<file path="src/rtl/mbwb_pkg.sv">
package mbwb_pkg;

  localparam logic [15:0] CMD_COLUMN_ADDR = 16'd42;
  localparam logic [15:0] CMD_PAGE_ADDR   = 16'd43;
  localparam logic [15:0] CMD_MEM_WRITE   = 16'd44;

  localparam logic OP_START = 1'b0;
  localparam logic OP_BYTE  = 1'b1;

  localparam int CFG_IDX_W = 3;

  typedef enum logic [CFG_IDX_W-1:0] {
    CFG_POS_X       = 3'd0,
    CFG_POS_Y       = 3'd1,
    CFG_IMG_WIDTH   = 3'd2,
    CFG_IMG_HEIGHT  = 3'd3,
    CFG_FORE_COLOR  = 3'd4,
    CFG_BACK_COLOR  = 3'd5,
    CFG_CENTER_MODE = 3'd6
  } cfg_idx_t;

  localparam logic [3:0] WINDOW_WORDS = 4'd7;
  localparam logic [3:0] PIXELS_PER_BYTE = 4'd8;

  // One queued job: either a window sequence or the expansion of one byte.
  typedef struct packed {
    logic        is_window;
    logic [15:0] x0;
    logic [15:0] x1;
    logic [15:0] y0;
    logic [15:0] y1;
    logic [7:0]  bits;
    logic [15:0] fore;
    logic [15:0] back;
    logic [3:0]  cnt;
    logic        done;
  } job_t;

endpackage

</file>
<file path="src/rtl/mbwb_in_if.sv">
interface mbwb_in_if;
  logic       valid;
  logic       ready;
  logic       opcode;
  logic [7:0] bitmap_byte;

  modport source (output valid, output opcode, output bitmap_byte, input ready);
  modport sink (input valid, input opcode, input bitmap_byte, output ready);
endinterface

</file>
<file path="src/rtl/mbwb_out_if.sv">
interface mbwb_out_if;
  logic        valid;
  logic        ready;
  logic        is_command;
  logic [15:0] out_word;
  logic        run_last;
  logic        frame_done;

  modport source (output valid, output is_command, output out_word, output run_last,
                  output frame_done, input ready);
  modport sink (input valid, input is_command, input out_word, input run_last,
                input frame_done, output ready);
endinterface

</file>
<file path="src/rtl/mbwb_cfg_if.sv">
interface mbwb_cfg_if;
  logic                           valid;
  logic                           ready;
  logic [mbwb_pkg::CFG_IDX_W-1:0] index;
  logic [15:0]                    data;

  modport source (output valid, output index, output data, input ready);
  modport sink (input valid, input index, input data, output ready);
endinterface

</file>
<file path="src/rtl/mono_bitmap_window_blitter.sv">
// Monochrome bitmap window blitter.
// in_ch takes items: opcode START computes the drawing window from the
// position, size and centering registers and queues the seven-word window
// sequence; opcode BYTE expands one bitmap byte, MSB first, into up to eight
// RGB565 words (fewer at a row end). Bytes with no frame running are dropped.
// cfg_ch writes the seven registers by index; it is always ready and should
// only be used while the block is idle.
// out_ch delivers one word per transfer with is_command, run_last and
// frame_done flags.
// With the queue and the output register empty, the first word of an item
// passes through the job queue and then the output register before it is valid.
// The output register moves one word per cycle while the receiver is ready;
// a START gives seven words and a byte one to eight (eight in the middle of
// a row). The front accepts a new item whenever the job queue between front
// and back has room, so items overlap with words still going out.
// When the receiver stalls, the output word holds, the queue fills and then
// in_ch.ready drops. Reset clears the registers, the frame state and the
// queue; no frame is active afterwards.
module mono_bitmap_window_blitter #(
  parameter int QUEUE_DEPTH = 2
) (
  input  logic       clk,
  input  logic       rst_n,
  mbwb_in_if.sink    in_ch,
  mbwb_cfg_if.sink   cfg_ch,
  mbwb_out_if.source out_ch
);

  logic           q_full, q_push, q_pop, q_head_valid;
  mbwb_pkg::job_t q_job, q_head;

  mbwb_front u_front (
    .clk    (clk),
    .rst_n  (rst_n),
    .in_ch  (in_ch),
    .cfg_ch (cfg_ch),
    .q_full (q_full),
    .q_push (q_push),
    .q_job  (q_job)
  );

  mbwb_fifo #(.DEPTH(QUEUE_DEPTH)) u_fifo (
    .clk        (clk),
    .rst_n      (rst_n),
    .push       (q_push),
    .push_job   (q_job),
    .full       (q_full),
    .pop        (q_pop),
    .head_valid (q_head_valid),
    .head_job   (q_head)
  );

  mbwb_back u_back (
    .clk        (clk),
    .rst_n      (rst_n),
    .head_valid (q_head_valid),
    .head_job   (q_head),
    .pop        (q_pop),
    .out_ch     (out_ch)
  );

endmodule

</file>
<file path="src/rtl/mbwb_front.sv">
module mbwb_front (
  input  logic            clk,
  input  logic            rst_n,
  mbwb_in_if.sink         in_ch,
  mbwb_cfg_if.sink        cfg_ch,
  input  logic            q_full,
  output logic            q_push,
  output mbwb_pkg::job_t  q_job
);

  logic [15:0] pos_x_r, pos_y_r, img_width_r, img_height_r, fore_r, back_r;
  logic        center_r;

  logic [15:0] frame_w_r, frame_h_r, row_r, col_r;
  logic [15:0] frame_w_nxt, frame_h_nxt, row_nxt, col_nxt;
  logic        active_r, active_nxt;

  logic        accept;
  logic [15:0] x0, x1, y0, y1;
  logic        empty;
  logic [16:0] left;
  logic        row_end, done;
  logic [3:0]  n;

  assign cfg_ch.ready = 1'b1;
  assign in_ch.ready  = !q_full;
  assign accept       = in_ch.valid && in_ch.ready;

  always_ff @(posedge clk) begin
    if (!rst_n) begin
      pos_x_r      <= '0;
      pos_y_r      <= '0;
      img_width_r  <= '0;
      img_height_r <= '0;
      fore_r       <= '0;
      back_r       <= '0;
      center_r     <= 1'b0;
    end else if (cfg_ch.valid && cfg_ch.ready) begin
      case (cfg_ch.index)
        mbwb_pkg::CFG_POS_X:       pos_x_r      <= cfg_ch.data;
        mbwb_pkg::CFG_POS_Y:       pos_y_r      <= cfg_ch.data;
        mbwb_pkg::CFG_IMG_WIDTH:   img_width_r  <= cfg_ch.data;
        mbwb_pkg::CFG_IMG_HEIGHT:  img_height_r <= cfg_ch.data;
        mbwb_pkg::CFG_FORE_COLOR:  fore_r       <= cfg_ch.data;
        mbwb_pkg::CFG_BACK_COLOR:  back_r       <= cfg_ch.data;
        mbwb_pkg::CFG_CENTER_MODE: center_r     <= cfg_ch.data[0];
        default: ;
      endcase
    end
  end

  // Window span; an even length in centered mode loses one pixel at the high end.
  always_comb begin
    if (center_r) begin
      x0 = pos_x_r - {1'b0, img_width_r[15:1]};
      x1 = pos_x_r + {1'b0, img_width_r[15:1]} - {15'd0, !img_width_r[0]};
      y0 = pos_y_r - {1'b0, img_height_r[15:1]};
      y1 = pos_y_r + {1'b0, img_height_r[15:1]} - {15'd0, !img_height_r[0]};
    end else begin
      x0 = pos_x_r;
      x1 = pos_x_r + img_width_r - 16'd1;
      y0 = pos_y_r;
      y1 = pos_y_r + img_height_r - 16'd1;
    end
  end

  assign empty   = (img_width_r == 16'd0) || (img_height_r == 16'd0);
  assign left    = {1'b0, frame_w_r} - {1'b0, col_r};
  assign row_end = (left <= 17'd8);
  assign n       = row_end ? left[3:0] : mbwb_pkg::PIXELS_PER_BYTE;
  assign done    = row_end && (({1'b0, row_r} + 17'd1) >= {1'b0, frame_h_r});

  always_comb begin
    q_job.is_window = (in_ch.opcode == mbwb_pkg::OP_START);
    q_job.x0        = x0;
    q_job.x1        = x1;
    q_job.y0        = y0;
    q_job.y1        = y1;
    q_job.bits      = in_ch.bitmap_byte;
    q_job.fore      = fore_r;
    q_job.back      = back_r;
    q_job.cnt       = q_job.is_window ? mbwb_pkg::WINDOW_WORDS : n;
    q_job.done      = q_job.is_window ? empty : done;
  end

  // A byte that arrives with no frame running is dropped here.
  assign q_push = accept && ((in_ch.opcode == mbwb_pkg::OP_START) || active_r);

  always_comb begin
    frame_w_nxt = frame_w_r;
    frame_h_nxt = frame_h_r;
    row_nxt     = row_r;
    col_nxt     = col_r;
    active_nxt  = active_r;
    if (accept) begin
      if (in_ch.opcode == mbwb_pkg::OP_START) begin
        frame_w_nxt = img_width_r;
        frame_h_nxt = img_height_r;
        row_nxt     = '0;
        col_nxt     = '0;
        active_nxt  = !empty;
      end else if (active_r) begin
        if (row_end) begin
          col_nxt = '0;
          if (done) begin
            row_nxt    = '0;
            active_nxt = 1'b0;
          end else begin
            row_nxt = row_r + 16'd1;
          end
        end else begin
          col_nxt = col_r + 16'd8;
        end
      end
    end
  end

  always_ff @(posedge clk) begin
    if (!rst_n) begin
      frame_w_r <= '0;
      frame_h_r <= '0;
      row_r     <= '0;
      col_r     <= '0;
      active_r  <= 1'b0;
    end else begin
      frame_w_r <= frame_w_nxt;
      frame_h_r <= frame_h_nxt;
      row_r     <= row_nxt;
      col_r     <= col_nxt;
      active_r  <= active_nxt;
    end
  end

`ifndef SYNTHESIS
  a_active_nonempty: assert property (@(posedge clk) disable iff (!rst_n)
    active_r |-> (frame_w_r != 16'd0) && (frame_h_r != 16'd0) && (col_r < frame_w_r))
    else $error("active frame with empty size or column past the row end");
  a_idle_counters: assert property (@(posedge clk) disable iff (!rst_n)
    !active_r |-> (row_r == 16'd0) && (col_r == 16'd0))
    else $error("counters not cleared while no frame runs");
`endif

endmodule

</file>
<file path="src/rtl/mbwb_fifo.sv">
module mbwb_fifo #(
  parameter int DEPTH = 2
) (
  input  logic            clk,
  input  logic            rst_n,
  input  logic            push,
  input  mbwb_pkg::job_t  push_job,
  output logic            full,
  input  logic            pop,
  output logic            head_valid,
  output mbwb_pkg::job_t  head_job
);

  localparam int PW = $clog2(DEPTH);
  localparam int CW = $clog2(DEPTH + 1);

  mbwb_pkg::job_t mem_r [DEPTH];
  logic [PW-1:0]  wr_ptr_r, rd_ptr_r;
  logic [CW-1:0]  count_r;
  logic           do_push, do_pop;

  assign full       = (count_r == CW'(DEPTH));
  assign head_valid = (count_r != '0);
  assign head_job   = mem_r[rd_ptr_r];
  assign do_push    = push && !full;
  assign do_pop     = pop && head_valid;

  always_ff @(posedge clk) begin
    if (do_push) begin
      mem_r[wr_ptr_r] <= push_job;
    end
  end

  always_ff @(posedge clk) begin
    if (!rst_n) begin
      wr_ptr_r <= '0;
      rd_ptr_r <= '0;
      count_r  <= '0;
    end else begin
      if (do_push) begin
        wr_ptr_r <= (wr_ptr_r == PW'(DEPTH - 1)) ? '0 : wr_ptr_r + 1'b1;
      end
      if (do_pop) begin
        rd_ptr_r <= (rd_ptr_r == PW'(DEPTH - 1)) ? '0 : rd_ptr_r + 1'b1;
      end
      if (do_push && !do_pop) begin
        count_r <= count_r + 1'b1;
      end else if (do_pop && !do_push) begin
        count_r <= count_r - 1'b1;
      end
    end
  end

`ifndef SYNTHESIS
  a_count_bound: assert property (@(posedge clk) disable iff (!rst_n)
    count_r <= CW'(DEPTH))
    else $error("queue count above its depth");
`endif

endmodule

</file>
<file path="src/rtl/mbwb_back.sv">
module mbwb_back (
  input  logic            clk,
  input  logic            rst_n,
  input  logic            head_valid,
  input  mbwb_pkg::job_t  head_job,
  output logic            pop,
  mbwb_out_if.source      out_ch
);

  logic [2:0]  idx_r, idx_nxt;
  logic        valid_r, valid_nxt;
  logic        cmd_r, last_r, done_r;
  logic [15:0] word_r;

  logic        advance, last;
  logic        word_cmd;
  logic [15:0] word;

  assign advance = head_valid && (!valid_r || out_ch.ready);
  assign last    = ({1'b0, idx_r} + 4'd1) == head_job.cnt;
  assign pop     = advance && last;

  always_comb begin
    word_cmd = 1'b0;
    word     = '0;
    if (head_job.is_window) begin
      unique case (idx_r)
        3'd0: begin word_cmd = 1'b1; word = mbwb_pkg::CMD_COLUMN_ADDR; end
        3'd1: word = head_job.x0;
        3'd2: word = head_job.x1;
        3'd3: begin word_cmd = 1'b1; word = mbwb_pkg::CMD_PAGE_ADDR; end
        3'd4: word = head_job.y0;
        3'd5: word = head_job.y1;
        default: begin word_cmd = 1'b1; word = mbwb_pkg::CMD_MEM_WRITE; end
      endcase
    end else begin
      // Pixels go out most significant bit first.
      word = head_job.bits[3'd7 - idx_r] ? head_job.fore : head_job.back;
    end
  end

  assign idx_nxt   = advance ? (last ? 3'd0 : idx_r + 3'd1) : idx_r;
  assign valid_nxt = advance ? 1'b1 : (out_ch.ready ? 1'b0 : valid_r);

  always_ff @(posedge clk) begin
    if (!rst_n) begin
      idx_r   <= '0;
      valid_r <= 1'b0;
    end else begin
      idx_r   <= idx_nxt;
      valid_r <= valid_nxt;
    end
    if (advance) begin
      cmd_r  <= word_cmd;
      word_r <= word;
      last_r <= last;
      done_r <= last && head_job.done;
    end
  end

  assign out_ch.valid      = valid_r;
  assign out_ch.is_command = cmd_r;
  assign out_ch.out_word   = word_r;
  assign out_ch.run_last   = last_r;
  assign out_ch.frame_done = done_r;

`ifndef SYNTHESIS
  a_done_is_last: assert property (@(posedge clk) disable iff (!rst_n)
    valid_r && done_r |-> last_r)
    else $error("frame done flagged on a word that does not end its item");
  a_cmd_code: assert property (@(posedge clk) disable iff (!rst_n)
    valid_r && cmd_r |-> (word_r == mbwb_pkg::CMD_COLUMN_ADDR) ||
                         (word_r == mbwb_pkg::CMD_PAGE_ADDR) ||
                         (word_r == mbwb_pkg::CMD_MEM_WRITE))
    else $error("command flag on a word that is no command code");
`endif

endmodule

</file>
<file path="src/flat_wrapper.sv">
// flat-port wrapper written by rule: the top's interface ports become plain ports
module mono_bitmap_window_blitter_flat 
#(
  parameter int QUEUE_DEPTH = 2
)
  (clk, rst_n, in_ch_valid, in_ch_opcode, in_ch_bitmap_byte, in_ch_ready, cfg_ch_valid, cfg_ch_index, cfg_ch_data, cfg_ch_ready, out_ch_valid, out_ch_is_command, out_ch_out_word, out_ch_run_last, out_ch_frame_done, out_ch_ready);
  mbwb_in_if in_ch_i ();
  mbwb_cfg_if cfg_ch_i ();
  mbwb_out_if out_ch_i ();
  input  logic clk;
  input  logic rst_n;
  input wire logic [$bits(in_ch_i.valid)-1:0] in_ch_valid;
  input wire logic [$bits(in_ch_i.opcode)-1:0] in_ch_opcode;
  input wire logic [$bits(in_ch_i.bitmap_byte)-1:0] in_ch_bitmap_byte;
  output wire logic [$bits(in_ch_i.ready)-1:0] in_ch_ready;
  input wire logic [$bits(cfg_ch_i.valid)-1:0] cfg_ch_valid;
  input wire logic [$bits(cfg_ch_i.index)-1:0] cfg_ch_index;
  input wire logic [$bits(cfg_ch_i.data)-1:0] cfg_ch_data;
  output wire logic [$bits(cfg_ch_i.ready)-1:0] cfg_ch_ready;
  output wire logic [$bits(out_ch_i.valid)-1:0] out_ch_valid;
  output wire logic [$bits(out_ch_i.is_command)-1:0] out_ch_is_command;
  output wire logic [$bits(out_ch_i.out_word)-1:0] out_ch_out_word;
  output wire logic [$bits(out_ch_i.run_last)-1:0] out_ch_run_last;
  output wire logic [$bits(out_ch_i.frame_done)-1:0] out_ch_frame_done;
  input wire logic [$bits(out_ch_i.ready)-1:0] out_ch_ready;
  assign in_ch_i.valid = in_ch_valid;
  assign in_ch_i.opcode = in_ch_opcode;
  assign in_ch_i.bitmap_byte = in_ch_bitmap_byte;
  assign in_ch_ready = in_ch_i.ready;
  assign cfg_ch_i.valid = cfg_ch_valid;
  assign cfg_ch_i.index = cfg_ch_index;
  assign cfg_ch_i.data = cfg_ch_data;
  assign cfg_ch_ready = cfg_ch_i.ready;
  assign out_ch_valid = out_ch_i.valid;
  assign out_ch_is_command = out_ch_i.is_command;
  assign out_ch_out_word = out_ch_i.out_word;
  assign out_ch_run_last = out_ch_i.run_last;
  assign out_ch_frame_done = out_ch_i.frame_done;
  assign out_ch_i.ready = out_ch_ready;
  mono_bitmap_window_blitter #(.QUEUE_DEPTH(QUEUE_DEPTH)) u_core (.clk(clk), .rst_n(rst_n), .in_ch(in_ch_i), .cfg_ch(cfg_ch_i), .out_ch(out_ch_i));
endmodule
</file>
<file path="config.mk">
export PLATFORM = sky130hd
export DESIGN_NAME = mono_bitmap_window_blitter_flat
export DESIGN_NICKNAME = d
export VERILOG_FILES = /design/src/rtl/mbwb_pkg.sv /design/src/rtl/mbwb_in_if.sv /design/src/rtl/mbwb_out_if.sv /design/src/rtl/mbwb_cfg_if.sv /design/src/rtl/mono_bitmap_window_blitter.sv /design/src/rtl/mbwb_front.sv /design/src/rtl/mbwb_fifo.sv /design/src/rtl/mbwb_back.sv /design/src/flat_wrapper.sv
export SDC_FILE = /design/constraint.sdc
export NUM_CORES = 1
export LEC_CHECK = 0
export BUFFER_PORTS_ARGS = -buffer_cell sky130_fd_sc_hd__buf_2
export CAP_MARGIN = 20
export CORE_MARGIN = 2
export CORE_UTILIZATION = 60
export DETAILED_ROUTE_END_ITERATION = 12
export PLACE_DENSITY = 0.77
export SLEW_MARGIN = 20
export SYNTH_ARGS = -nofsm -noshare
export SYNTH_HDL_FRONTEND = slang
export SYNTH_HIERARCHICAL = 1
export SYNTH_SLANG_ARGS = --single-unit
</file>
<file path="constraint.sdc">
create_clock -name clk -period 7.65 [get_ports clk]
set_input_delay 1.53 -clock clk [delete_from_list [all_inputs] [get_ports clk]]
set_output_delay 1.53 -clock clk [all_outputs]
set_load 0.02 [all_outputs]
</file>
==> metrics.yaml <==
status: "finished, final reports clean"
crit_path_start_kind: "register"
p_comb_share_pct: 16.0
synth_edf_count: 239
cts_root_buf: "clkbuf_16"
postCtsSetupBuffers: 0
pre_cts_slack_ns: 3.27
holdPathStages: 0
avgSynthCellArea_um2: 10.0
r2r_start: "u_core/u_front/row_r[0]"
postSynthNetCount: 2551
fin_skew_ns: 0.0308
async_flop_share_pct: 0
setup_viol: 0
p_switching_mw: 1.46
rsz0062_at_grt: "false"
cp.required_ns: 8.13
worstSkewPairLatency_ns: 0.57
grt_most_used_layer: "met2"
clock_power_share_pct: 38.5
slew_headroom_pct: 22.4
synth.ff_latch_count: 407
yosys.area.top_type_share_pct: 30.9
firstDrtPassIters: 6
dp_hpwl_um: 39500
grt_pass1_vias: 16400
rr_endpoint: "u_core/u_front/row_r[0]"
h-tree-depth: 2
dr_total_vias: 17000
grt_max_degree: 84
min_period_ns: 4.20
hold_violations: 0
antenna_found_initial: 3
endpoint_kind: "register"
ctsResizeCount: 0
switching_share_pct: 26.6
leakage_nw: 9.55
critical_path_class: "register to register"
ys_warn_count: 6
cts_tree: "done"
synth_top_area_cell: "edfxtp_1"
critPathMaxFanout: 15
worst_pin_slew_ns: 1.16
layout_common_cells: "nand2_1 (322), edfxtp_1 (239), inv_1 (238)"
io_pins: 55
cts-buffers-inserted: 42
fin_crit_sh_pct: 54.9
min-delay-start: "u_core/u_front/back_r[15]"
rrSetupSlack_ns: 3.45
hold_ws_ns: 0.452
grt_pass1_wl_um: 88500
fmax_ghz: 0.238
portBuffers: 53
drt_iter0_markers: 1516
max_cap_viol_count: 0
yosysUniqueCellTypes: 86
clock_tree.buffer_depth: 3
nets: 2567
yosys-top-cells-area: "edfxtp_1 (31%), dfxtp_1 (14%), ha_1 (10%)"
internal-power_mw: 4.02
worst_slack_ns: 3.45
peakVddDrop_mv: 0.193
wirelength_um: 56500
syn_area_mm2: 0.0233
viasPerCell: 5.87
synth_ff_type: "edfxtp_1"
r2r_cells: 15
die_width_um: 201
gr-total-overflow: 0
cp-startpoint: "u_core/u_front/row_r[0]"
drive_gt1_share_pct: 8.04
power_density_mw_per_mm2: 217
grtUsageMet1_pct: 36.0
clk_pin_slew_ns: 0.06
gr-usage-all-layers_pct: 27.7
wl_per_cell_um: 19.5
worstPathArrival_ns: 4.67
place.gp.congestion: 0.893
hold_path_class: "register to register"
gr-usage-met2_pct: 46.2
cts_hold_buf: 0
mostFrequentLayoutCell: "nand2_1"
min_to: "u_core/u_fifo/mem_r[0][20]"
fillers: 2969
slew_viol_final: 0
cts_sinks: 407
syn2layout_area_growth_pct: 8.67
core_mm2: 0.0385
yosysSeqAreaShare_pct: 45.3
use_met3_pct: 4.79
drc_errors: 0
finalSetupTns_ns: 0
synthCells: 2325
std_cell_rows: 72
die_area_mm2: 0.0403
die_y_um: 201
postRouteAntennaNets: 0
start_util_pct: 60.4
seq_power_share_pct: 45.5
==> routing by layer <==
metal,routed length [um],vias up
met2,26600,649
li1,-,8145
met5,7,-
met3,4390,122
met1,23300,8092
met4,2160,2
==> power groups by stage <==
| stage | registers [mW] | logic [mW] | clock network, mW |
|---|---|---|---|
| 2_1_floorplan | 2.55 | 0.608 | 0 |
| 4_1_cts | 2.49 | 0.866 | 2.13 |
| 6_report | 2.50 | 0.877 | 2.11 |
| 3_5_place_dp | 2.54 | 0.859 | 0 |
| 3_3_place_gp | 2.54 | 0.834 | 0 |
| 5_1_grt | 2.50 | 0.957 | 2.22 |
==> critical path: stages (launching register included) <==
cell	delay, ns
dfxtp_1	0.39
ha_1	0.29
and3_1	0.23
and4_1	0.29
nand3_1	0.20
nor2_1	0.16
xor2_1	0.21
ha_1	0.28
a21o_1	0.16
a211oi_1	0.21
o21ai_0	0.18
nor3_1	0.18
o211ai_1	0.21
nand2_1	0.52
nand2_1	0.35
o22ai_1	0.25
==> cell type report <==
| type | instances | area, um2 | share of cell area [%] |
|---|---|---|---|
| timing repair buffer | 69 | 403 | 1.59 |
| sequential | 407 | 10500 | 41.7 |
| clock inverter | 30 | 349 | 1.38 |
| antenna | 3 | 7.51 | 0.0297 |
| tap | 518 | 648 | 2.56 |
| inverter | 239 | 897 | 3.55 |
| clock buffer | 48 | 1090 | 4.33 |
| multi-input combinational | 1582 | 11300 | 44.8 |
==> through the flow <==
step | area [um2] | utilization [%] | cells | power (mW)
after floorplan | 23300 | - | 2325 | 3.16
after global placement | 23800 | 61.8 | 2813 | 3.37
after detailed placement | 23800 | 61.8 | 2813 | 3.40
after CTS | 25200 | 65.6 | 2891 | 5.49
after global routing | 25300 | 65.7 | 2894 | 5.68
final | 25300 | 65.7 | 2896 | 5.49
==> registers in the layout, summed over array words and instances, names as in the netlist, 2 cells and up, named ones only <==
signal and count:
u_core/u_fifo/mem_r 220, u_core/u_back/out_ch.out_word 16, u_core/u_front/back_r 16, u_core/u_front/fore_r 16, u_core/u_front/frame_h_r 16, u_core/u_front/frame_w_r 16, u_core/u_front/img_height_r 16, u_core/u_front/img_width_r 16
u_core/u_front/pos_x_r 16, u_core/u_front/pos_y_r 16, u_core/u_front/row_r 16, u_core/u_front/col_r 13, u_core/u_back/idx_r 3, u_core/u_fifo/count_r 2
==> how the worst max path moves through the flow <==
| stage | endpoint | slack, ns | depth (start not counted) |
|---|---|---|---|
| floorplan | u_core/u_fifo/mem_r[0][0] | 0.66 | 5 |
| global placement | u_core/u_fifo/mem_r[0][92] | 3.30 | 7 |
| detailed placement | u_core/u_fifo/mem_r[0][8] | 3.27 | 7 |
| CTS | u_core/u_front/row_r[0] | 3.51 | 15 |
| global route | u_core/u_front/row_r[0] | 3.03 | 15 |
| finish | u_core/u_front/row_r[0] | 3.45 | 15 |
==> cells in the mapped netlist (4+ instances only) <==
cell and instances:
a21o_1 20, nor2_1 113, inv_1 238, nand3b_1 5, o21a_1 11, dfxtp_1 168
nand3_1 38, and4_1 5, buf_2 6, o21bai_1 11, a31oi_1 13, or2_2 7
a21oi_1 120, a21boi_0 142, o31ai_1 8, xnor2_1 83, o21ai_0 62, a41oi_1 5
buf_4 11, or3_1 23, o22ai_1 13, xor2_1 30, fa_1 6, clkbuf_1 64
o21ai_1 6, ha_1 187, nor4_1 7, edfxtp_1 239, and2_1 9, a221oi_1 22
nor2b_1 21, a211oi_1 7, mux2_2 18, nand2b_1 21, mux2_1 101, and3_1 15
mux2i_1 21, nand4_1 8, nand2_1 323, o211ai_1 5, o41ai_1 4, buf_6 13
nor3_1 37
==> kinds of logic after synthesis <==
family | share of synthesized area (%)
buf+inv | 6.10
flops | 45.3
mux | 6.96
compound gates | 14.2
other cells | 0.0323
xor+xnor | 4.26
fa+ha+maj | 10.6
simple gates | 12.5
(Power assumes the default switching activity.)
